File: src/rtl/tlqe_pkg.sv
// Shared types, constants and helpers for the thick line quad expander.
// No dependencies; every other file in rtl imports this package.
package tlqe_pkg;

  localparam int unsigned POS_W      = 24;  // Q15.8 coordinate
  localparam int unsigned MAG_W      = 24;  // |end - start|
  localparam int unsigned SQ_W       = 2 * MAG_W;
  localparam int unsigned RAD_W      = 64;  // radicand, (dx^2 + dy^2) << 12
  localparam int unsigned ROOT_W     = RAD_W / 2;
  localparam int unsigned REM_W      = ROOT_W + 4;
  localparam int unsigned SQRT_STEPS = ROOT_W;
  localparam int unsigned QUO_W      = 16;  // twice the Q1.14 direction
  localparam int unsigned DREM_W     = ROOT_W + 1;
  localparam int unsigned DIV_STEPS  = QUO_W;
  localparam int unsigned UMAG_W     = 15;
  localparam int unsigned EXT_W      = 17;  // half width plus margin
  localparam int unsigned PROD_W     = UMAG_W + EXT_W;
  localparam int unsigned OFS_W      = 18;  // signed offset
  localparam int unsigned CW         = POS_W + 2;
  localparam int unsigned AA_W       = 10;
  localparam int unsigned VERTS      = 6;
  localparam int unsigned VCNT_W     = 3;
  localparam logic [AA_W-1:0] AA_RESET = 10'd256;

  localparam logic signed [CW-1:0] POS_MAX = 26'sd8388607;
  localparam logic signed [CW-1:0] POS_MIN = -26'sd8388608;

  // Item fields that ride alongside the arithmetic
  typedef struct packed {
    logic [POS_W-1:0] sx;
    logic [POS_W-1:0] sy;
    logic [POS_W-1:0] ex;
    logic [POS_W-1:0] ey;
    logic [15:0]      hw;
    logic [31:0]      color;
    logic             zero;
    logic             neg_x;
    logic             neg_y;
    logic [MAG_W-1:0] mag_x;
    logic [MAG_W-1:0] mag_y;
  } tlqe_side_t;

  typedef struct packed {
    logic [RAD_W-1:0]  rad;
    logic [REM_W-1:0]  rem;
    logic [ROOT_W-1:0] root;
  } tlqe_sqrt_t;

  typedef struct packed {
    logic [ROOT_W-1:0] den;
    logic [DREM_W-1:0] rem_x;
    logic [DREM_W-1:0] rem_y;
    logic [QUO_W-1:0]  q_x;
    logic [QUO_W-1:0]  q_y;
  } tlqe_div_t;

  typedef struct packed {
    logic [3:0][POS_W-1:0] cx;
    logic [3:0][POS_W-1:0] cy;
    tlqe_side_t            side;
  } tlqe_quad_t;

  function automatic logic [POS_W-1:0] sat_pos(input logic signed [CW-1:0] v);
    logic [POS_W-1:0] r;
    if (v > POS_MAX) begin
      r = POS_MAX[POS_W-1:0];
    end else if (v < POS_MIN) begin
      r = POS_MIN[POS_W-1:0];
    end else begin
      r = v[POS_W-1:0];
    end
    return r;
  endfunction

  // Quad corner for each of the six vertices: 0,1,2,1,2,3
  function automatic logic [1:0] corner_of(input logic [VCNT_W-1:0] k);
    logic [1:0] c;
    case (k)
      3'd0:    c = 2'd0;
      3'd1:    c = 2'd1;
      3'd2:    c = 2'd2;
      3'd3:    c = 2'd1;
      3'd4:    c = 2'd2;
      3'd5:    c = 2'd3;
      default: c = 2'd0;
    endcase
    return c;
  endfunction

endpackage

File: src/rtl/tlqe_div_cell.sv
// One cell of the direction divider: one quotient bit for x and y per stage.
// Depends on tlqe_pkg.
module tlqe_div_cell import tlqe_pkg::*; (
  input  logic       clk_i,
  input  logic       rst_ni,
  input  logic       en_i,
  input  logic       valid_i,
  input  tlqe_div_t  data_i,
  input  tlqe_side_t side_i,
  output logic       valid_o,
  output tlqe_div_t  data_o,
  output tlqe_side_t side_o
);

  logic [DREM_W-1:0] rx;
  logic [DREM_W-1:0] ry;
  logic [DREM_W-1:0] dd;
  tlqe_div_t         data_d;
  logic              valid_q;
  tlqe_div_t         data_q;
  tlqe_side_t        side_q;

  // Numerator bits below the initial remainder are all zero
  always_comb begin
    rx         = {data_i.rem_x[DREM_W-2:0], 1'b0};
    ry         = {data_i.rem_y[DREM_W-2:0], 1'b0};
    dd         = {1'b0, data_i.den};
    data_d.den = data_i.den;
    if (rx >= dd) begin
      data_d.rem_x = rx - dd;
      data_d.q_x   = {data_i.q_x[QUO_W-2:0], 1'b1};
    end else begin
      data_d.rem_x = rx;
      data_d.q_x   = {data_i.q_x[QUO_W-2:0], 1'b0};
    end
    if (ry >= dd) begin
      data_d.rem_y = ry - dd;
      data_d.q_y   = {data_i.q_y[QUO_W-2:0], 1'b1};
    end else begin
      data_d.rem_y = ry;
      data_d.q_y   = {data_i.q_y[QUO_W-2:0], 1'b0};
    end
  end

  always_ff @(posedge clk_i or negedge rst_ni) begin
    if (!rst_ni) begin
      valid_q <= 1'b0;
    end else if (en_i) begin
      valid_q <= valid_i;
    end
  end

  always_ff @(posedge clk_i) begin
    if (en_i) begin
      data_q <= data_d;
      side_q <= side_i;
    end
  end

  assign valid_o = valid_q;
  assign data_o  = data_q;
  assign side_o  = side_q;

endmodule

File: config.mk
export PLATFORM = sky130hd
export DESIGN_NAME = tlqe_div_cell
export DESIGN_NICKNAME = d
export VERILOG_FILES = /design/src/rtl/tlqe_pkg.sv /design/src/rtl/tlqe_div_cell.sv
export SDC_FILE = /design/constraint.sdc
export NUM_CORES = 1
export LEC_CHECK = 0
export BUFFER_PORTS_ARGS = -buffer_cell sky130_fd_sc_hd__buf_2
export CAP_MARGIN = 20
export CORE_AREA = 2 2 256 258
export DETAILED_ROUTE_END_ITERATION = 10
export DIE_AREA = 0 0 258 260
export HOLD_SLACK_MARGIN = 0.06
export PLACE_DENSITY = 0.49
export SLEW_MARGIN = 20
export SYNTH_ARGS = -nofsm -noshare
export SYNTH_HDL_FRONTEND = slang
export SYNTH_SLANG_ARGS = --single-unit
export TNS_END_PERCENT = 1
File: constraint.sdc
create_clock -name clk_i -period 1.3 [get_ports clk_i]
set_clock_uncertainty 0.05 [all_clocks]
set_input_delay 0 -clock clk_i [delete_from_list [all_inputs] [get_ports clk_i]]
set_output_delay 0 -clock clk_i [all_outputs]
set_load 0.02 [all_outputs]
After elaboration in Yosys (flattened, before gate mapping)
Index checks and enable logic that the tools add are counted.
- register bits: 326
- input bits: 329
- output and inout port bits: 326
- $add $sub $neg: 2
- $lt $le $gt $ge: 2
- mux-type cells: 4
- operators with widths (cell ; number):
    33-bit by 32-bit >= comparator with 1-bit output ; 2
    33-bit two-way mux ; 2
    33-bit by 32-bit subtractor with 33-bit output ; 2
    1-bit two-way mux ; 2

Longest topological paths before layout
- depth in word-level cells: 2
- mapped depth: 15
- gate-level depth less buffers: 12

Least setup slack after synthesis
Ideal clock, no wire load.
- path kind: input port to flip-flop
- from: input data_i[102] in the netlist's numbering
- to: register data_q, in the netlist data_o[40], data pin
- library setup time: 260 ps
- arrival time: 2379 ps
- required time: 990 ps
- path slack: -1389 ps
- stages: 15
- path buffers: 3
- cells stage by stage: inv_1 -> ha_1 -> buf_2 -> nand3_1 -> o21bai_4 -> a31oi_4 -> o21ai_2 -> a21oi_2 -> o31ai_2 -> a211o_2 -> and2_4 -> buf_12 -> inv_12 -> buf_12 -> mux2_4
- RTL lines (element ; RTL line ; source):
    from (decl) ; tlqe_div_cell.sv:8 ; input tlqe_div_t data_i,
    to (signal assigned) ; tlqe_div_cell.sv:55 ; data_q <= data_d;
    to (decl) ; tlqe_div_cell.sv:20 ; tlqe_div_t data_q;

==> flow_summary.ini <==
[logic_synthesis]
synth_cell_type_count = 64
synth_compound_area_frac = 0.105
syn-num-nets = 1370
synth_top_area_cell = edfxtp_1
syn_inst = 975
synth_xor_area_frac = 0.0326
async_flop_share = 0.00307
synth_top_family_by_area = compound AO/OA/AOI/OAI gates
synth_warnings = 0
synth_mux_area_frac = 0.0307
synthAdderAreaFrac = 0.0590
ys_ff_latch = 326
syn_area_um2 = 14200
synth_edf_count = 325
ys.flop_type = edfxtp_1
yosysTopAreaCellShare = 0.685
ys_seq_area_frac = 0.687
synth.avg_cell_area_um2 = 14.6
yosys.area_share.simple = 0.0620
synthTopCellsByArea = edfxtp_1 69%, ha_1 5.6%, a21oi_1 2.6%

[routing]
drc_errors = 0
drt-total-wl_um = 73500
vias_per_cell = 4.35
ant_nets = 0
wire_per_inst_um = 23.4
route.vias.total = 13700
first_pass_iters = 4
first_iter_violations = 864

[floorplanning]
start_util = 0.222
die-area_um2 = 67100
num_rows = 93
die_w_um = 258
io_pins = 655
die_h_um = 260
design.core.area_um2 = 64100

[clocking]
clkTransAtPathRegs_ns = 0.06
htreeDepth = 2
numCtsBuffers = 41
clockRootBuffer = clkbuf_16
clk_latency_ns = 0.56
cts_max_path_buffers = 3
cts_sinks = 326
tritoncts = yes

[power_and_ir_drop]
ir_drop_mv = 0.769
pwr-share-clk = 0.346
powerDensity_nw_per_um2 = 1260
comb_power_share = 0.261
power_leakage_uw = 0.0115
p_int_uw = 23400
switching_power_uw = 9980
pwr-share-seq = 0.393
sw_frac_of_total = 0.299

[placement]
place.gp.congestion = 0.943
io_buffers = 650
dp_hpwl_um = 57400

[sta]
fin_crit_ns = 2.12
hold_viol = 3
finalSetupViolations = 68
fin_crit_sh = 1.63
worst_slack_ns = -0.821
relSlewSlack = 0.702
fin_tns_setup_ns = -49.18
worst_slew_pin_slew_ns = 0.446
final_max_slew_viol_count = 0
rsz0062_at_grt = true
holdWs_ns = -0.308
fmax_ghz = 0.472

[worst_setup_path]
crit_buf_inv = 5
worstRegToRegCells = 1
regToRegEndpoint = valid_o
cp_cell_sequence = buf_4 -> inv_4 -> ha_4 -> buf_6 -> nand4_1 -> nor2_4 -> nand4_1 -> nor4_4 -> nor4_4 -> o21a_1 -> and2_4 -> buf_12 -> inv_16 -> mux2_4
slowest_delay_ns = 0.39
cp-start-kind = primary input
path_delay_family = simple AND/OR/NAND/NOR gates
cp_max_fo = 7
critPathRequiredTime_ns = 1.56
critPathKind = in -> reg
ff2ff_setup_slack_ns = 0.51
crit_arrival_ns = 2.38
endpoint_kind = register
crit_path_top_delay_cell = nor4_4
r2r_start = valid_o

[finish]
final_cell_mix = 625 x buf_2, 338 x dlygate4sd3_1, 325 x edfxtp_1
final_core_util = 0.414
layout_commonest_cell = buf_2
nFillCells = 6136
area_delta_synth_final_pct = 86.5
fin_nets = 2649
drive_gt1_frac = 0.509

[grt]
grt_pass1_vias = 14000
track_usage = 0.208
grt_pass1_wl_um = 99500
grt_max_degree = 47
antenna_found_initial = 22
overflow = 0

[hold_path]
hold_end = data_o[98]
worst_hold_path_type = in -> reg
min_path_cells = 1
min-delay-start = data_i[98]

[job]
drv_cap = 0

[run_status]
status = complete, but fails checks
violations = hold timing, setup timing
## how the worst max path moves through the flow
stage	startpoint	endpoint	slack, ns	cells after the start
after floorplan	data_i[102]	data_o[40]	-1.27	15
after global placement	data_i[104]	data_o[63]	-1.79	13
after detailed placement	data_i[106]	data_o[63]	-1.80	12
after CTS	data_i[99]	data_o[42]	-0.81	14
after global routing	data_i[105]	data_o[38]	-0.87	14
final	data_i[104]	data_o[42]	-0.82	14
## sequential cells by signal, summed over array words and instances (netlist names)
register  count
data_o      130
valid_o       1
side_o      195
## cell type report
type                    count  area (µm²)  share of cell area
repair buffers           1253        8950               0.337
diodes                      4        10.0            0.000377
flip-flops and latches    326        9780               0.368
inverters                  52         262             0.00985
well taps                 855        1070              0.0403
repair inverters            3        47.5             0.00179
clock buffers              45        1040              0.0392
multi-input cells         577        5090               0.192
clock inverters            29         303              0.0114
## kinds of logic after synthesis
group | Yosys count
compound gates | 234
xor+xnor | 53
fa+ha+maj | 66
buf+inv | 72
flops | 326
mux | 33
simple gates | 191
## routing by layer
metal / up-vias / track usage / wire [µm]
li1: 6278 / - / -
met1: 6651 / 0.234 / 27700
met2: 558 / 0.352 / 35500
met3: 157 / 0.0603 / 5440
met4: 22 / 0.120 / 4760
met5: - / 0 / 145
## Yosys cell counts, types with 3 or more instances
cell type / count
nand3_1: 17
mux2_2: 11
o211ai_1: 5
buf_12: 3
inv_1: 51
a31oi_1: 8
o21bai_1: 15
clkbuf_1: 11
and3_1: 11
a21boi_0: 3
xnor2_1: 32
nor2b_1: 5
a211oi_1: 3
nand2_1: 78
o41ai_1: 3
nand2b_1: 7
o31ai_1: 8
and2_1: 4
nor2_1: 39
ha_1: 64
a21oi_1: 75
o21ai_0: 48
mux2_4: 18
edfxtp_1: 325
o21a_1: 14
buf_2: 6
a21o_1: 21
xor2_1: 21
o21ai_1: 6
nor3_1: 11
nand4_1: 9
nor4_1: 3
## per-stage QoR
stage               worst slack (ns)  power [µW]  instance area (µm²)  std cells
global placement               -1.79       20300                20400       2696
global route                  -0.867       34700                26600       3143
finish                        -0.821       33400                26600       3144
CTS                           -0.807       33400                26000       3126
detailed placement             -1.80       20300                20400       2696
floorplan                      -1.27       16600                14300        975
## power by group through the flow
stage | Sequential, µW | Clock [µW] | Combinational, µW
after detailed placement | 13300 | 0 | 7030
after floorplan | 14600 | 0 | 2030
after global placement | 13300 | 0 | 7020
final | 13100 | 11600 | 8730
after global routing | 13200 | 12300 | 9270
after CTS | 13100 | 11900 | 8440
## timing repair
item	4_1_cts	5_1_grt
setup endpoints to repair	79	79
buffers inserted	18	12
cloned	3	0
hold endpoints to repair	639	6
hold buffers	335	3
gates resized for setup	154	120
pin swaps	40	51
Power figures use the tool's default switching activity.
