==> src/rtl/tlqe_pkg.sv <==
// Shared types, constants and helpers for the thick line quad expander.
// No dependencies; every other file in rtl imports this package.
package tlqe_pkg;

  localparam int unsigned POS_W      = 24;  // Q15.8 coordinate
  localparam int unsigned MAG_W      = 24;  // |end - start|
  localparam int unsigned SQ_W       = 2 * MAG_W;
  localparam int unsigned RAD_W      = 64;  // radicand, (dx^2 + dy^2) << 12
  localparam int unsigned ROOT_W     = RAD_W / 2;
  localparam int unsigned REM_W      = ROOT_W + 4;
  localparam int unsigned SQRT_STEPS = ROOT_W;
  localparam int unsigned QUO_W      = 16;  // twice the Q1.14 direction
  localparam int unsigned DREM_W     = ROOT_W + 1;
  localparam int unsigned DIV_STEPS  = QUO_W;
  localparam int unsigned UMAG_W     = 15;
  localparam int unsigned EXT_W      = 17;  // half width plus margin
  localparam int unsigned PROD_W     = UMAG_W + EXT_W;
  localparam int unsigned OFS_W      = 18;  // signed offset
  localparam int unsigned CW         = POS_W + 2;
  localparam int unsigned AA_W       = 10;
  localparam int unsigned VERTS      = 6;
  localparam int unsigned VCNT_W     = 3;
  localparam logic [AA_W-1:0] AA_RESET = 10'd256;

  localparam logic signed [CW-1:0] POS_MAX = 26'sd8388607;
  localparam logic signed [CW-1:0] POS_MIN = -26'sd8388608;

  // Item fields that ride alongside the arithmetic
  typedef struct packed {
    logic [POS_W-1:0] sx;
    logic [POS_W-1:0] sy;
    logic [POS_W-1:0] ex;
    logic [POS_W-1:0] ey;
    logic [15:0]      hw;
    logic [31:0]      color;
    logic             zero;
    logic             neg_x;
    logic             neg_y;
    logic [MAG_W-1:0] mag_x;
    logic [MAG_W-1:0] mag_y;
  } tlqe_side_t;

  typedef struct packed {
    logic [RAD_W-1:0]  rad;
    logic [REM_W-1:0]  rem;
    logic [ROOT_W-1:0] root;
  } tlqe_sqrt_t;

  typedef struct packed {
    logic [ROOT_W-1:0] den;
    logic [DREM_W-1:0] rem_x;
    logic [DREM_W-1:0] rem_y;
    logic [QUO_W-1:0]  q_x;
    logic [QUO_W-1:0]  q_y;
  } tlqe_div_t;

  typedef struct packed {
    logic [3:0][POS_W-1:0] cx;
    logic [3:0][POS_W-1:0] cy;
    tlqe_side_t            side;
  } tlqe_quad_t;

  function automatic logic [POS_W-1:0] sat_pos(input logic signed [CW-1:0] v);
    logic [POS_W-1:0] r;
    if (v > POS_MAX) begin
      r = POS_MAX[POS_W-1:0];
    end else if (v < POS_MIN) begin
      r = POS_MIN[POS_W-1:0];
    end else begin
      r = v[POS_W-1:0];
    end
    return r;
  endfunction

  // Quad corner for each of the six vertices: 0,1,2,1,2,3
  function automatic logic [1:0] corner_of(input logic [VCNT_W-1:0] k);
    logic [1:0] c;
    case (k)
      3'd0:    c = 2'd0;
      3'd1:    c = 2'd1;
      3'd2:    c = 2'd2;
      3'd3:    c = 2'd1;
      3'd4:    c = 2'd2;
      3'd5:    c = 2'd3;
      default: c = 2'd0;
    endcase
    return c;
  endfunction

endpackage

==> src/rtl/tlqe_sqrt_cell.sv <==
// One cell of the square root chain: resolves one root bit per stage.
// Depends on tlqe_pkg.
module tlqe_sqrt_cell import tlqe_pkg::*; (
  input  logic       clk_i,
  input  logic       rst_ni,
  input  logic       en_i,
  input  logic       valid_i,
  input  tlqe_sqrt_t data_i,
  input  tlqe_side_t side_i,
  output logic       valid_o,
  output tlqe_sqrt_t data_o,
  output tlqe_side_t side_o
);

  logic [REM_W-1:0] r2;
  logic [REM_W-1:0] trial;
  tlqe_sqrt_t       data_d;
  logic             valid_q;
  tlqe_sqrt_t       data_q;
  tlqe_side_t       side_q;

  always_comb begin
    r2            = {data_i.rem[REM_W-3:0], data_i.rad[RAD_W-1 -: 2]};
    trial         = {2'b00, data_i.root, 2'b01};
    data_d.rad    = {data_i.rad[RAD_W-3:0], 2'b00};
    if (r2 >= trial) begin
      data_d.rem  = r2 - trial;
      data_d.root = {data_i.root[ROOT_W-2:0], 1'b1};
    end else begin
      data_d.rem  = r2;
      data_d.root = {data_i.root[ROOT_W-2:0], 1'b0};
    end
  end

  always_ff @(posedge clk_i or negedge rst_ni) begin
    if (!rst_ni) begin
      valid_q <= 1'b0;
    end else if (en_i) begin
      valid_q <= valid_i;
    end
  end

  always_ff @(posedge clk_i) begin
    if (en_i) begin
      data_q <= data_d;
      side_q <= side_i;
    end
  end

  assign valid_o = valid_q;
  assign data_o  = data_q;
  assign side_o  = side_q;

endmodule

==> config.mk <==
export PLATFORM = sky130hd
export DESIGN_NAME = tlqe_sqrt_cell
export DESIGN_NICKNAME = d
export VERILOG_FILES = /design/src/rtl/tlqe_pkg.sv /design/src/rtl/tlqe_sqrt_cell.sv
export SDC_FILE = /design/constraint.sdc
export NUM_CORES = 1
export LEC_CHECK = 0
export BUFFER_PORTS_ARGS = -buffer_cell sky130_fd_sc_hd__buf_2
export CORE_AREA = 2 2 255 257
export DETAILED_ROUTE_END_ITERATION = 10
export DIE_AREA = 0 0 257 259
export MAX_ROUTING_LAYER = met4
export SLEW_MARGIN = 40
export SYNTH_ARGS = -nofsm -noshare
export SYNTH_HDL_FRONTEND = slang
export SYNTH_SLANG_ARGS = --single-unit
==> constraint.sdc <==
create_clock -name clk_i -period 1.4 [get_ports clk_i]
set_clock_uncertainty 0.15 [all_clocks]
set_input_delay 0.14 -clock clk_i [delete_from_list [all_inputs] [get_ports clk_i]]
set_output_delay 0.14 -clock clk_i [all_outputs]
set_load 0.05 [all_outputs]
-- After elaboration in Yosys (flattened, before gate mapping)
Cells that the tools add are included.
- flip-flop bits (word level): 326
- input bits: 331
- logic and storage cells: 18
- add/sub/neg operators: 1
- magnitude comparators: 1
- mux-type cells: 1
- operator list (cell ; count):
    68-bit two-way mux ; 1
    36-bit by 34-bit greater-or-equal comparator with 1-bit output ; 1
    36-bit by 34-bit subtractor with 36-bit output ; 1

-- Logic depth before layout (Yosys ltp)
- depth in word-level cells: 2
- depth in mapped cells: 12
- depth with buffers taken out: 10

-- Least setup slack after synthesis
Ideal clock, no wire load.
- kind: input to register
- from: input port data_i[18] (netlist name)
- to: register data_q (netlist bit data_o[40]), data pin
- setup time: 0.260 ns
- arrival time: 2.061 ns
- required time: 0.990 ns
- slack: -1.071 ns
- cell stages on the path: 11
- cell sequence: inv_1 -> ha_1 -> buf_2 -> nand4_1 -> nor4_4 -> nand2_1 -> nor3_2 -> nor3b_2 -> a21oi_4 -> buf_6 -> mux2_4
- RTL lines (item ; line ; source):
    start, declared ; tlqe_sqrt_cell.sv:8 ; input tlqe_sqrt_t data_i,
    end signal, assigned ; tlqe_sqrt_cell.sv:45 ; data_q <= data_d;
    end, declared ; tlqe_sqrt_cell.sv:19 ; tlqe_sqrt_t data_q;

==> impl_summary.md <==
Routing
The detailed-route vias per instance is just over 4. For this run, design rule violations remaining after detail routing come to 0. The number of violations reported at the end of detailed-routing iteration 0 is 732. The first TritonRoute pass finished after 5 iterations. The count of vias placed by the detailed router is 11400. The average detailed-routed wire length per instance is roughly 23 um. Summed over all layers, the routed wires come to between 60 and 70 mm. In this run the remaining antenna-violating nets after routing total 0.

Global route
The largest net degree at the start of global routing is 39. The via count of the first global-routing pass is about 12000. The initial antenna violation count is 24.

In this run the most used layer during global routing was met2. The met2 demand-to-capacity share in global routing is between 30 and 40%. The met1 demand-to-capacity share in global routing is 19.7%. The total grt overflow is 0.

The overall global routing resource usage is 18.8%. The global-route wire length before repair is just under 90 mm. Global routing consumed, on the met3 layer, approximately 7.5% of the routing resources.

STA
The achievable clock frequency is roughly 0.46 GHz. Subtracting the final worst setup slack from the clock period gives approximately 2200 ps. The number of failing setup endpoints in the final timing report is 271. Hold timing on the final database bottoms out at a slack of -135 ps. The count of final hold-check violations is 1. The share of the clock period used by the worst path after layout is 155%. Setup repair after global routing could not meet its margin everywhere. The max-slew violation total from the final report was 0. The worst setup slack after layout is -776 ps.

Setup path
The cell with the biggest individual delay on the critical path is sky130_fd_sc_hd__o311a_4. The capturing point of the worst reg2reg path is valid_o. The worst register-to-register path has a depth of 1.

The worst-path maximum fanout is 8. In this run the critical register-to-register path is launched from valid_o. The family of cells with the greatest summed delay on the critical path is compound AO/OA/AOI/OAI gates. By startpoint and endpoint, the worst setup path is classified as input port to flip-flop. The worst stage delay on the critical path is approximately 340 ps. The register-to-register setup slack is roughly 470 ps. The critical path crosses 13 cells after its start point. The number of buffer and inverter stages on the critical path is 4. Traced cell by cell, the critical path runs through buf_8 > inv_6 > ha_4 > nor2b_4 > o311a_4 > o211a_1 > o2111ai_2 > and2_4 > a21oi_4 > buf_6 > buf_16 > nor2b_1 > mux2_1.

The worst setup path is launched from an input port. The endpoint type of the worst setup path is a flip-flop. The endpoint arrival time on the critical path is roughly 2300 ps. The endpoint required time on the critical path is ~1600 ps.

Logic synthesis
Counting flops and latches in the post-synthesis netlist gives ~330. The post-synthesis cell count is just over 700. sky130_fd_sc_hd__edfxtp_1 takes more of the synthesized area than any other cell. Ranked by total cell area, the synthesized netlist is headed by sky130_fd_sc_hd__edfxtp_1, sky130_fd_sc_hd__ha_1, sky130_fd_sc_hd__a21oi_1. The post-synth design cell area is ~12000 um2. In the post-synthesis netlist, the cell with the most instances is sky130_fd_sc_hd__edfxtp_1.

The async set-reset flop share out of synthesis is less than 1%. The predominant post-synthesis flop cell is sky130_fd_sc_hd__edfxtp_1. For this run, the number of Yosys warnings is 0.

Counting instances in the post-synthesis netlist gives the leading cell types as sky130_fd_sc_hd__edfxtp_1, sky130_fd_sc_hd__a21oi_1, sky130_fd_sc_hd__nor2_1. The synthesized design contains about 330 enable-type register cells. The area share of the leading cell type in the synthesized netlist is 78.2%. The netlist uses 66 different library cells.

The sequential area share after synthesis is about four fifths. The synthesized area per cell is about 17 um2.

Run
Across the run, the number of max-cap violations was 0.

Hold path
The cell depth of the worst min-delay path is 3. The worst hold path belongs to the class input port to flip-flop. The sink of the worst hold path is data_o[33]. The source of the worst hold timing path is data_i[131].

Clock tree
The count of hold buffers inserted by post-cts repair is approximately 330. The clock sink count is ~330. The root buffer cell chosen for the clock tree is sky130_fd_sc_hd__clkbuf_16. The deepest level of the CTS H-tree is 2. The clock insertion delay at the later pin of the skew report is 550 ps. The TritonCTS clock tree is yes. The number of clock buffers inserted by TritonCTS is 40. After clock tree synthesis, the clock-pin slew on the worst setup and hold paths is 60 ps. No sink is reached through more buffers than the 3 on the longest clock path.

Power and ir drop
Across the VDD grid, the largest voltage drop is about 0.0011 V. The internal power of the cells is about 23 mW. Dividing total power by cell area gives a power density of approximately 1300 nW/um2. The leakage power is between 10 and 15 nW. Net switching is between 30% and 40% of the power.

The share of total power in the clock network is between 30% and 40%. Of the total power, combinational logic draws 28.7%. For this design the total switching power over the nets is around 10 mW. In this run, flip-flops and latches consume a little under two fifths of the power.

The completed layout was analyzed and its total power is between 30 and 40 mW.

Status
The final reports fail on negative hold slack, negative setup slack. The flow ran to the end, but the final reports show violations.

Placement
The count of buffers added on input and output ports is approximately 650. At the end of routability-driven placement, the weighted congestion stood at between 0.9 and 1. The HPWL after detailed placement is around 47 mm.

Floorplanning
The die is approximately 260 um wide. The die covers between 60000 and 70000 um2. The effective utilization at floorplan is between 10% and 20%. The floorplan has 93 rows.

The count of pins on the block boundary is about 660. The die height is roughly 260 um. The region available for standard cell placement spans 63900 um2.

Cells and area
The area growth from synthesis to layout is 110%. The number of nets in the final layout is approximately 2300. Cells with a size suffix above 1 make up between 50% and 60% of the layout.

The multi-input combinational cell area is about 3100 um2. Fill cells in the final layout number around 5700. The register area is slightly below 10000 um2.
cell families after synthesis:
family	after synthesis	synth area share [%]
compound gates	133	7.07
xor+xnor	33	2.38
fa+ha+maj	34	3.41
buf+inv	62	2.27
flops	326	78.4
mux	11	1.20
other cells	1	0.0300
simple gates	126	5.28
what timing repair did:
item | 4_1_cts | 5_1_grt
buffers inserted | 16 | 12
setup endpoints to repair | 363 | 363
pin swaps | 36 | 25
hold endpoints to repair | 364 | 1
cloned | 3 | 0
resized for setup | 757 | 94
power groups by stage:
| stage | clock (mW) | sequential, mW | combinational, mW |
|---|---|---|---|
| after detailed placement | 0 | 12.2 | 7.07 |
| after CTS | 11.7 | 12.3 | 9.26 |
| after global placement | 0 | 12.2 | 7.04 |
| after global routing | 12.0 | 12.4 | 9.88 |
| after floorplan | 0 | 15.3 | 1.23 |
| final | 11.4 | 12.3 | 9.51 |
sequential cells by signal, indices dropped and copies added, names as in the netlist:
signal and cells:
data_o 130, side_o 195, valid_o 1
worst max-delay path by stage:
stage / from / endpoint / slack [ps]
CTS: data_i[23] / data_o[51] / -780
floorplan: data_i[19] / data_o[40] / -970
global route: data_i[0] / data_o[51] / -820
global placement: data_i[6] / data_o[65] / -1570
detailed placement: data_i[6] / data_o[65] / -1670
finish: data_i[0] / data_o[67] / -780
layer usage:
metal	vias to the layer above	part of all wire, %
li1	5214	-
met1	5527	37
met2	545	48
met3	149	9.2
met4	0	6.5
met5	-	0
cell type report:
cell class	instances	share of cell area (%)
timing repair buffer	1184	40.2
sequential	326	37.3
multi-input combinational	339	12.0
tap	855	4.08
clock buffer	43	3.94
clock inverter	29	1.53
inverter	39	0.654
antenna	22	0.210
layout by cell type, fill, tap and decap left out, drive strengths merged, types with 7 or more instances in the layout:
cell type / count
buf: 855
bufinv: 8
nor2: 40
mux2: 11
dlygate4sd3: 329
a21oi: 60
nor3: 10
nand4: 11
a21o: 7
nand2: 32
xor2: 14
clkinv: 15
inv: 42
diode: 22
o21ai: 26
ha: 34
edfxtp: 325
xnor2: 19
clkbuf: 43
nand3: 9
per-stage QoR:
| step | utilization, % | area (um2) | instances | setup slack (ps) | setup TNS (ps) |
|---|---|---|---|---|---|
| 6_report | 41.0 | 26200 | 2837 | -776 | -30660 |
| 5_1_grt | 41.0 | 26200 | 2831 | -819 | -49290 |
| 4_1_cts | 40.2 | 25700 | 2804 | -785 | -44720 |
| 3_5_place_dp | 28.6 | 18300 | 2384 | -1670 | -52490 |
| 3_3_place_gp | 28.6 | 18300 | 2384 | -1570 | -50830 |
| 2_1_floorplan | - | 12700 | 727 | -969 | -32600 |
No activity file was read; power rests on OpenSTA's default activity.
