$ cat config.mk
export PLATFORM = sky130hd
export DESIGN_NAME = tlqe_vertex_emit
export DESIGN_NICKNAME = d
export VERILOG_FILES = /design/src/rtl/tlqe_pkg.sv /design/src/rtl/tlqe_vertex_emit.sv
export SDC_FILE = /design/constraint.sdc
export NUM_CORES = 1
export LEC_CHECK = 0
export BUFFER_PORTS_ARGS = -buffer_cell sky130_fd_sc_hd__buf_2
export CORE_AREA = 2 2 232 234
export CTS_BUF_LIST = sky130_fd_sc_hd__clkbuf_8 sky130_fd_sc_hd__clkbuf_16
export CTS_CLUSTER_DIAMETER = 200
export DETAILED_ROUTE_END_ITERATION = 8
export DIE_AREA = 0 0 234 236
export HOLD_SLACK_MARGIN = 0.1
export PLACE_DENSITY = 0.53
export SETUP_SLACK_MARGIN = 0.4
export SLEW_MARGIN = 20
export SYNTH_ARGS = -nofsm -noshare
export SYNTH_HDL_FRONTEND = slang
export SYNTH_SLANG_ARGS = --single-unit
$ cat constraint.sdc
create_clock -name clk_i -period 5.7 [get_ports clk_i]
set_clock_uncertainty 0.15 [all_clocks]
set_input_delay 0.855 -clock clk_i [delete_from_list [all_inputs] [get_ports clk_i]]
set_output_delay 0.855 -clock clk_i [all_outputs]
set_load 0.01 [all_outputs]
$ cat src/rtl/tlqe_pkg.sv
// Shared types, constants and helpers for the thick line quad expander.
// No dependencies; every other file in rtl imports this package.
package tlqe_pkg;

  localparam int unsigned POS_W      = 24;  // Q15.8 coordinate
  localparam int unsigned MAG_W      = 24;  // |end - start|
  localparam int unsigned SQ_W       = 2 * MAG_W;
  localparam int unsigned RAD_W      = 64;  // radicand, (dx^2 + dy^2) << 12
  localparam int unsigned ROOT_W     = RAD_W / 2;
  localparam int unsigned REM_W      = ROOT_W + 4;
  localparam int unsigned SQRT_STEPS = ROOT_W;
  localparam int unsigned QUO_W      = 16;  // twice the Q1.14 direction
  localparam int unsigned DREM_W     = ROOT_W + 1;
  localparam int unsigned DIV_STEPS  = QUO_W;
  localparam int unsigned UMAG_W     = 15;
  localparam int unsigned EXT_W      = 17;  // half width plus margin
  localparam int unsigned PROD_W     = UMAG_W + EXT_W;
  localparam int unsigned OFS_W      = 18;  // signed offset
  localparam int unsigned CW         = POS_W + 2;
  localparam int unsigned AA_W       = 10;
  localparam int unsigned VERTS      = 6;
  localparam int unsigned VCNT_W     = 3;
  localparam logic [AA_W-1:0] AA_RESET = 10'd256;

  localparam logic signed [CW-1:0] POS_MAX = 26'sd8388607;
  localparam logic signed [CW-1:0] POS_MIN = -26'sd8388608;

  // Item fields that ride alongside the arithmetic
  typedef struct packed {
    logic [POS_W-1:0] sx;
    logic [POS_W-1:0] sy;
    logic [POS_W-1:0] ex;
    logic [POS_W-1:0] ey;
    logic [15:0]      hw;
    logic [31:0]      color;
    logic             zero;
    logic             neg_x;
    logic             neg_y;
    logic [MAG_W-1:0] mag_x;
    logic [MAG_W-1:0] mag_y;
  } tlqe_side_t;

  typedef struct packed {
    logic [RAD_W-1:0]  rad;
    logic [REM_W-1:0]  rem;
    logic [ROOT_W-1:0] root;
  } tlqe_sqrt_t;

  typedef struct packed {
    logic [ROOT_W-1:0] den;
    logic [DREM_W-1:0] rem_x;
    logic [DREM_W-1:0] rem_y;
    logic [QUO_W-1:0]  q_x;
    logic [QUO_W-1:0]  q_y;
  } tlqe_div_t;

  typedef struct packed {
    logic [3:0][POS_W-1:0] cx;
    logic [3:0][POS_W-1:0] cy;
    tlqe_side_t            side;
  } tlqe_quad_t;

  function automatic logic [POS_W-1:0] sat_pos(input logic signed [CW-1:0] v);
    logic [POS_W-1:0] r;
    if (v > POS_MAX) begin
      r = POS_MAX[POS_W-1:0];
    end else if (v < POS_MIN) begin
      r = POS_MIN[POS_W-1:0];
    end else begin
      r = v[POS_W-1:0];
    end
    return r;
  endfunction

  // Quad corner for each of the six vertices: 0,1,2,1,2,3
  function automatic logic [1:0] corner_of(input logic [VCNT_W-1:0] k);
    logic [1:0] c;
    case (k)
      3'd0:    c = 2'd0;
      3'd1:    c = 2'd1;
      3'd2:    c = 2'd2;
      3'd3:    c = 2'd1;
      3'd4:    c = 2'd2;
      3'd5:    c = 2'd3;
      default: c = 2'd0;
    endcase
    return c;
  endfunction

endpackage

$ cat src/rtl/tlqe_vertex_emit.sv
// Output stage: holds one finished quad and hands out its six vertices.
// Depends on tlqe_pkg.
module tlqe_vertex_emit import tlqe_pkg::*; (
  input  logic             clk_i,
  input  logic             rst_ni,
  input  logic             load_i,
  input  tlqe_quad_t       quad_i,
  output logic             ready_o,
  output logic             out_valid_o,
  input  logic             out_stall_i,
  output logic [POS_W-1:0] corner_x_o,
  output logic [POS_W-1:0] corner_y_o,
  output logic [POS_W-1:0] line_start_x_o,
  output logic [POS_W-1:0] line_start_y_o,
  output logic [POS_W-1:0] line_end_x_o,
  output logic [POS_W-1:0] line_end_y_o,
  output logic [31:0]      vertex_color_o,
  output logic [15:0]      vertex_width_o,
  output logic [1:0]       corner_index_o,
  output logic             last_o
);

  logic              valid_q;
  logic [VCNT_W-1:0] cnt_q;
  tlqe_quad_t        quad_q;
  logic              is_last;
  logic [1:0]        corner;

  assign is_last = (cnt_q == VCNT_W'(VERTS - 1));
  assign corner  = corner_of(cnt_q);
  assign ready_o = !valid_q || (is_last && !out_stall_i);

  always_ff @(posedge clk_i or negedge rst_ni) begin
    if (!rst_ni) begin
      valid_q <= 1'b0;
      cnt_q   <= '0;
    end else if (load_i) begin
      valid_q <= 1'b1;
      cnt_q   <= '0;
    end else if (valid_q && !out_stall_i) begin
      if (is_last) begin
        valid_q <= 1'b0;
      end else begin
        cnt_q <= cnt_q + 1'b1;
      end
    end
  end

  always_ff @(posedge clk_i) begin
    if (load_i) begin
      quad_q <= quad_i;
    end
  end

  assign out_valid_o    = valid_q;
  assign corner_x_o     = quad_q.cx[corner];
  assign corner_y_o     = quad_q.cy[corner];
  assign line_start_x_o = quad_q.side.sx;
  assign line_start_y_o = quad_q.side.sy;
  assign line_end_x_o   = quad_q.side.ex;
  assign line_end_y_o   = quad_q.side.ey;
  assign vertex_color_o = quad_q.side.color;
  assign vertex_width_o = quad_q.side.hw;
  assign corner_index_o = corner;
  assign last_o         = is_last;

endmodule

Yosys cells after proc, flatten, opt, wreduce, memory -nomap -nowiden
Cells that the tools add are included.
Widths: inputs -> output; s select.
{"block": "classes", "n_addsub": 1, "n_lt_le_gt_ge": 1, "eq_ne": 6, "n_mux": 11, "reduce_logical": 11}
{"op": "$bmux 24 s2", "count": 2}
{"op": "$mux 24", "count": 2}
{"op": "$mux 3", "count": 3}
{"op": "$eq 3x2->1 const B", "count": 2}
{"op": "$eq 3x3->1 const B", "count": 2}
{"op": "$pmux 2 s3", "count": 1}
{"op": "$reduce_and 2->1", "count": 2}
{"op": "$reduce_bool 2->1", "count": 2}
{"op": "$reduce_or 2->1", "count": 2}
{"op": "$add 3x1->3 const B", "count": 1}
{"op": "$eq 3x1->1 const B", "count": 1}
{"op": "$lt 2x3->1 const B", "count": 1}
{"op": "$mux 1", "count": 3}
{"op": "$logic_and 1x1->1", "count": 2}
{"op": "$logic_not 1->1", "count": 2}
{"op": "$ne 2x2->1 const B", "count": 1}
{"op": "$logic_or 1x1->1", "count": 1}
{"block": "totals", "regBits": 340, "inputBits": 391, "wordCells": 46}

Logic depth before layout (Yosys ltp)
{"block": "logic_depth", "depth_word": 5, "mapped_depth": 7, "ltp_nobuf": 6}

Worst setup path after synthesis
No wires, ideal clock.
{"block": "synth_path", "path_type": "register to output", "from": "reg cnt_q[0]", "to": "out corner_x_o[17]", "t_arrival_ps": 1626, "slack_ps": 3069, "path_stages_with_launch": 8, "n_path_buf": 2, "path_cell_list": "dfrtp_1 ha_1 ha_1 nor2_2 buf_4 buf_6 mux2i_1 mux2i_1"}
{"block": "synth_via", "elab_chain_len": 5}
{"item": "start: declaration", "line": "tlqe_vertex_emit.sv:24", "text": "logic [VCNT_W-1:0] cnt_q;"}
{"item": "start signal: assignment", "line": "tlqe_vertex_emit.sv:44", "text": "cnt_q <= cnt_q + 1'b1;"}
{"item": "$eq 3x3->1, or another cell as far along", "line": "tlqe_pkg.sv:78", "text": "case (k)"}
{"item": "$reduce_or 2->1 (no line)"}
{"item": "$pmux 2 s3 (*)", "line": "tlqe_pkg.sv:78"}
{"item": "$bmux 24 s2 (*)", "line": "tlqe_vertex_emit.sv:56", "text": "assign corner_x_o = quad_q.cx[corner];"}
{"item": "$mux 24 (not written as such) (*)", "line": "tlqe_vertex_emit.sv:56"}
{"item": "end: declaration", "line": "tlqe_vertex_emit.sv:11", "text": "output logic [POS_W-1:0] corner_x_o,"}
Every way passes the cells marked *; elsewhere a longest branch is shown, timed or not. The select of a mux whose other input is x is not followed.

Worst setup path in the final report
{"block": "layout_path", "from": "reg cnt_q[1]", "to": "out corner_y_o[11]"}
{"block": "layout_via", "elab_chain_len": 5}
{"item": "$eq 3x3->1, or another cell as far along", "line": "tlqe_pkg.sv:78"}
{"item": "$reduce_or 2->1 (no line)"}
{"item": "$pmux 2 s3 (*)", "line": "tlqe_pkg.sv:78"}
{"item": "$bmux 24 s2 (*)", "line": "tlqe_vertex_emit.sv:57", "text": "assign corner_y_o = quad_q.cy[corner];"}
{"item": "$mux 24 (not written as such) (*)", "line": "tlqe_vertex_emit.sv:57"}
{"item": "end: declaration", "line": "tlqe_vertex_emit.sv:12", "text": "output logic [POS_W-1:0] corner_y_o,"}
Marked as above.

==> implementation parameters <==
Parameter                              Value

Clocking
  Clock Root Buffer    sky130_fd_sc_hd__clkbuf_16
  Clock latency on the worst-skew pair    ~0.53 ns
  Clock-pin slew on the worst setup and hold paths    0.06 ns
  Clock tree from TritonCTS    yes
  Number of buffers inserted by post-CTS setup repair    0
  Number of clock sinks seen by CTS    between 300 and 400
  H-tree lvl count    2
  Number of cells upsized or downsized after cts    0
  TritonCTS Buffers    38
  Maximum root-to-sink buffer count    3

Flow run
  Max Cap Viol    0

Final layout
  Number of nets in the layout    between 1k and 1.5k
  Synthesis-to-layout area growth    27.8%
  Final cell count without fillers    1,818
  Fraction of final layout cells with drive strength greater than 1    52.9%

Logic synthesis
  Number of enable-type register cells in the synthesized netlist    336
  Number of warning messages in the yosys log    0
  Sequential-to-total area share from yosys stat    around four fifths
  Top post-synthesis cells by area    sky130_fd_sc_hd__edfxtp_1 (78%), sky130_fd_sc_hd__mux2i_1 (11%), sky130_fd_sc_hd__buf_4 (8.4%)
  Syn_nets    between 1k and 1.5k
  Synthesized area per cell    between 15 and 20 sq um
  Synth top area share    between 70% and 80%
  Cell area after technology mapping    roughly 0.013 sq mm
  FFs w/ async S/R, synth    approximately 1.2%
  Gate Count Post-Synth    671
  Register bit count reported by yosys    340
  Main synth FF type    sky130_fd_sc_hd__edfxtp_1
  Number of distinct library cell variants in the gate-level netlist after synthesis    17
  Cell type contributing the most total cell area after synthesis    sky130_fd_sc_hd__edfxtp_1

Power and ir drop
  PnR Total Power    0.00580 W
  Power per unit of standard cell area    between 300 and 400 mW/mm^2
  Cell leakage power    ~7.4 nW
  Worst vdd rail ir drop    between 0.0002 and 0.00025 V

STA
  Final Slew Violations    0
  Transition at the pin with the smallest max-transition slack    approximately 0.97 ns
  Min Hold Slack    0.325 ns
  Aggregate negative setup slack    0 ns
  Final Worst Setup Slack    roughly 1.7 ns
  Tcrit/Tclk final    a little over two thirds
  Number of hold violations in the final report    0
  Worst-case headroom to the max-slew limit    a little over a third
  Achievable clock frequency    between 200 and 250 MHz
  Count of final setup violators    0
  Min cycle time layout    between 4 and 5 ns
  Unrepaired setup endpoints after global routing    no

Setup path
  Worst-path cell with the longest stage delay    sky130_fd_sc_hd__a21oi_4
  Delay contributed by the slowest stage of the critical path    0.59 ns
  Maximum net fanout on the critical path    40
  Required time of the worst setup path    about 4.7 ns
  Kind of critical path    flop to output pin
  Setup crit end kind    output pin
  Worst path cell trace    inv_1, ha_1, o21a_1, a21oi_4, buf_12, mux2i_1, buf_2
  Arrival time reported for the critical path endpoint    3.01 ns
  Launching element type of the critical path    flop

Placement
  Cell count after placement    roughly 1.7k
  Post-Place Worst Slack    ~2.1 ns
  Half-perimeter wire length of the detailed placement result    between 20 and 25 mm
  IO buf count    roughly 540
  Routability congestion estimate    ~0.75

Floorplan
  Die area    ~0.055 sq mm
  Core box area    about 0.053 sq mm
  Die height    between 200 and 250 microns
  Die Span X    approximately 230 microns
  FP Rows    between 80 and 90
  Initial cell density of the core    between 20% and 30%
  Boundary pin count    between 500 and 600

Hold path
  Worst hold-check path type    primary input to flop

Global routing
  Total gr overflow    0
  Overall routing resource usage    10.5%
  Initial antenna violation count    7
  Pin count of the biggest net entering global routing    around 150
  Number of global-route vias before repair    between 7k and 8k
  Global-route wire length before repair    between 40 and 50 mm

Route
  Post-route DRC    0
  Number of DRC markers after the initial detailed-route iteration    around 270
  Detailed-routing iteration count for the pre-antenna-repair pass    4
  Post-DRT Antenna Nets    0
  DRT Wirelength    around 31 mm
  Detail-routed via count per cell    between 3 and 4
  Total vias in the final route    roughly 7k
  Wirelength per Cell    about 17 microns

Outcome
  Result of the run    finished clean
per-stage QoR:
| stage | util (%) | cell area [sq um] |
|---|---|---|
| global placement | 29.2 | 15500 |
| global route | 31.3 | 16600 |
| finish | 31.3 | 16600 |
| floorplan | - | 13000 |
| CTS | 31.3 | 16600 |
| detailed placement | 29.2 | 15500 |
layout by cell type, fill, tap and decap left out:
master                          Yosys  routed
sky130_fd_sc_hd__clkbuf_16          0      38
sky130_fd_sc_hd__buf_4            146       1
sky130_fd_sc_hd__bufinv_16          0       1
sky130_fd_sc_hd__buf_12             0       4
sky130_fd_sc_hd__edfxtp_1         336     336
sky130_fd_sc_hd__buf_8              0       1
sky130_fd_sc_hd__dlygate4sd3_1      0       1
sky130_fd_sc_hd__inv_1              6      17
sky130_fd_sc_hd__diode_2            0       3
sky130_fd_sc_hd__clkinv_8           0       1
sky130_fd_sc_hd__a21oi_4            0       1
sky130_fd_sc_hd__dfrtp_1            4       4
sky130_fd_sc_hd__nor2b_1            1       1
sky130_fd_sc_hd__o21ai_0            4       4
sky130_fd_sc_hd__buf_2              9     535
sky130_fd_sc_hd__a21oi_1            3       3
sky130_fd_sc_hd__nand2_1            1       1
sky130_fd_sc_hd__clkinv_1           0       5
sky130_fd_sc_hd__ha_1               5       5
sky130_fd_sc_hd__nor2_4             0       1
sky130_fd_sc_hd__nand3_1            2       2
sky130_fd_sc_hd__clkinv_4           0       1
sky130_fd_sc_hd__nand2b_1           3       3
sky130_fd_sc_hd__inv_6              0       2
sky130_fd_sc_hd__clkinv_2           0       6
sky130_fd_sc_hd__o21a_1             1       1
sky130_fd_sc_hd__mux2i_1          144     144
logic make-up (layout without fill, tap and decap cells):
logic type | after synthesis | count (layout) | synth area share [%]
DFF | 340 | 340 | 78.4
muxes | 144 | 144 | 11.1
buffers and inverters | 165 | 613 | 9.30
AOI/OAI and AO/OA | 9 | 9 | 0.395
other | 0 | 3 | 0
adders and majority gates | 5 | 5 | 0.481
and+or+nand+nor | 8 | 8 | 0.347
cell type report:
type / count / area (sq um)
Timing Repair Buffer: 542 / 2790
Clock inverter: 27 / 163
Clock buffer: 38 / 951
Tap cell: 696 / 871
Multi-Input combinational cell: 166 / 1610
Fill cell: 5269 / 36500
Antenna cell: 3 / 7.51
Inverter: 6 / 22.5
Sequential cell: 340 / 10200
critical path, delay by kind of cell, from the launching register on:
| kind | cells | cell delay [ns] |
|---|---|---|
| muxes | 1 | 0.30 |
| AOI/OAI and AO/OA | 2 | 0.82 |
| DFF | 1 | 0.41 |
| adders and majority gates | 1 | 0.26 |
| buffers and inverters | 3 | 0.65 |
where the power goes:
part	leakage [nW]	internal, W	switching, W	total, W
registers	3.34	0.00297	0.0000524	0.00302
clock network	0.592	0.00125	0.000949	0.00220
logic	3.52	0.000264	0.000314	0.000578
state kept, by name (all words and copies together) (netlist names):
| name | flops |
|---|---|
| quad_q | 192 |
| line_end_x_o | 24 |
| vertex_width_o | 16 |
| line_start_y_o | 24 |
| cnt_q | 3 |
| vertex_color_o | 32 |
| line_start_x_o | 24 |
| line_end_y_o | 24 |
| out_valid_o | 1 |
final timing paths:
path                              from        endpoint  slack, ns  cells after the start
setup / recovery              cnt_q[1]  corner_y_o[11]       1.69                      7
hold / removal             quad_i[297]     quad_q[297]       0.32                      1
setup reg to reg              cnt_q[1]        cnt_q[1]       4.14                      6
hold reg to reg               cnt_q[2]        cnt_q[2]       0.46                      2
max in group asynchronous       rst_ni        cnt_q[1]       4.73                      2
min in group asynchronous       rst_ni        cnt_q[0]       0.54                      2
synth_stat cells (2+ instances only):
cell,number
sky130_fd_sc_hd__buf_2,9
sky130_fd_sc_hd__nand2b_1,3
sky130_fd_sc_hd__buf_6,4
sky130_fd_sc_hd__nand3_1,2
sky130_fd_sc_hd__buf_4,146
sky130_fd_sc_hd__o21ai_0,4
sky130_fd_sc_hd__mux2i_1,144
sky130_fd_sc_hd__dfrtp_1,4
sky130_fd_sc_hd__a21oi_1,3
sky130_fd_sc_hd__inv_1,6
sky130_fd_sc_hd__edfxtp_1,336
sky130_fd_sc_hd__ha_1,5
routing by layer:
layer  share of wire (%)  vias to the layer above  global-route usage (%)
met5                0.15                        -                       0
met4                 2.6                        8                    4.20
met3                  11                       59                    4.84
met2                  51                      324                    18.3
met1                  36                     3349                    10.9
li1                    -                     3237                       -
timing repair:
action / CTS / global route
hold buffers: 1 / 0
endpoints found under the setup margin: 0 / 0
endpoints found under the hold margin: 4 / 0
(Power assumes the default switching activity.)
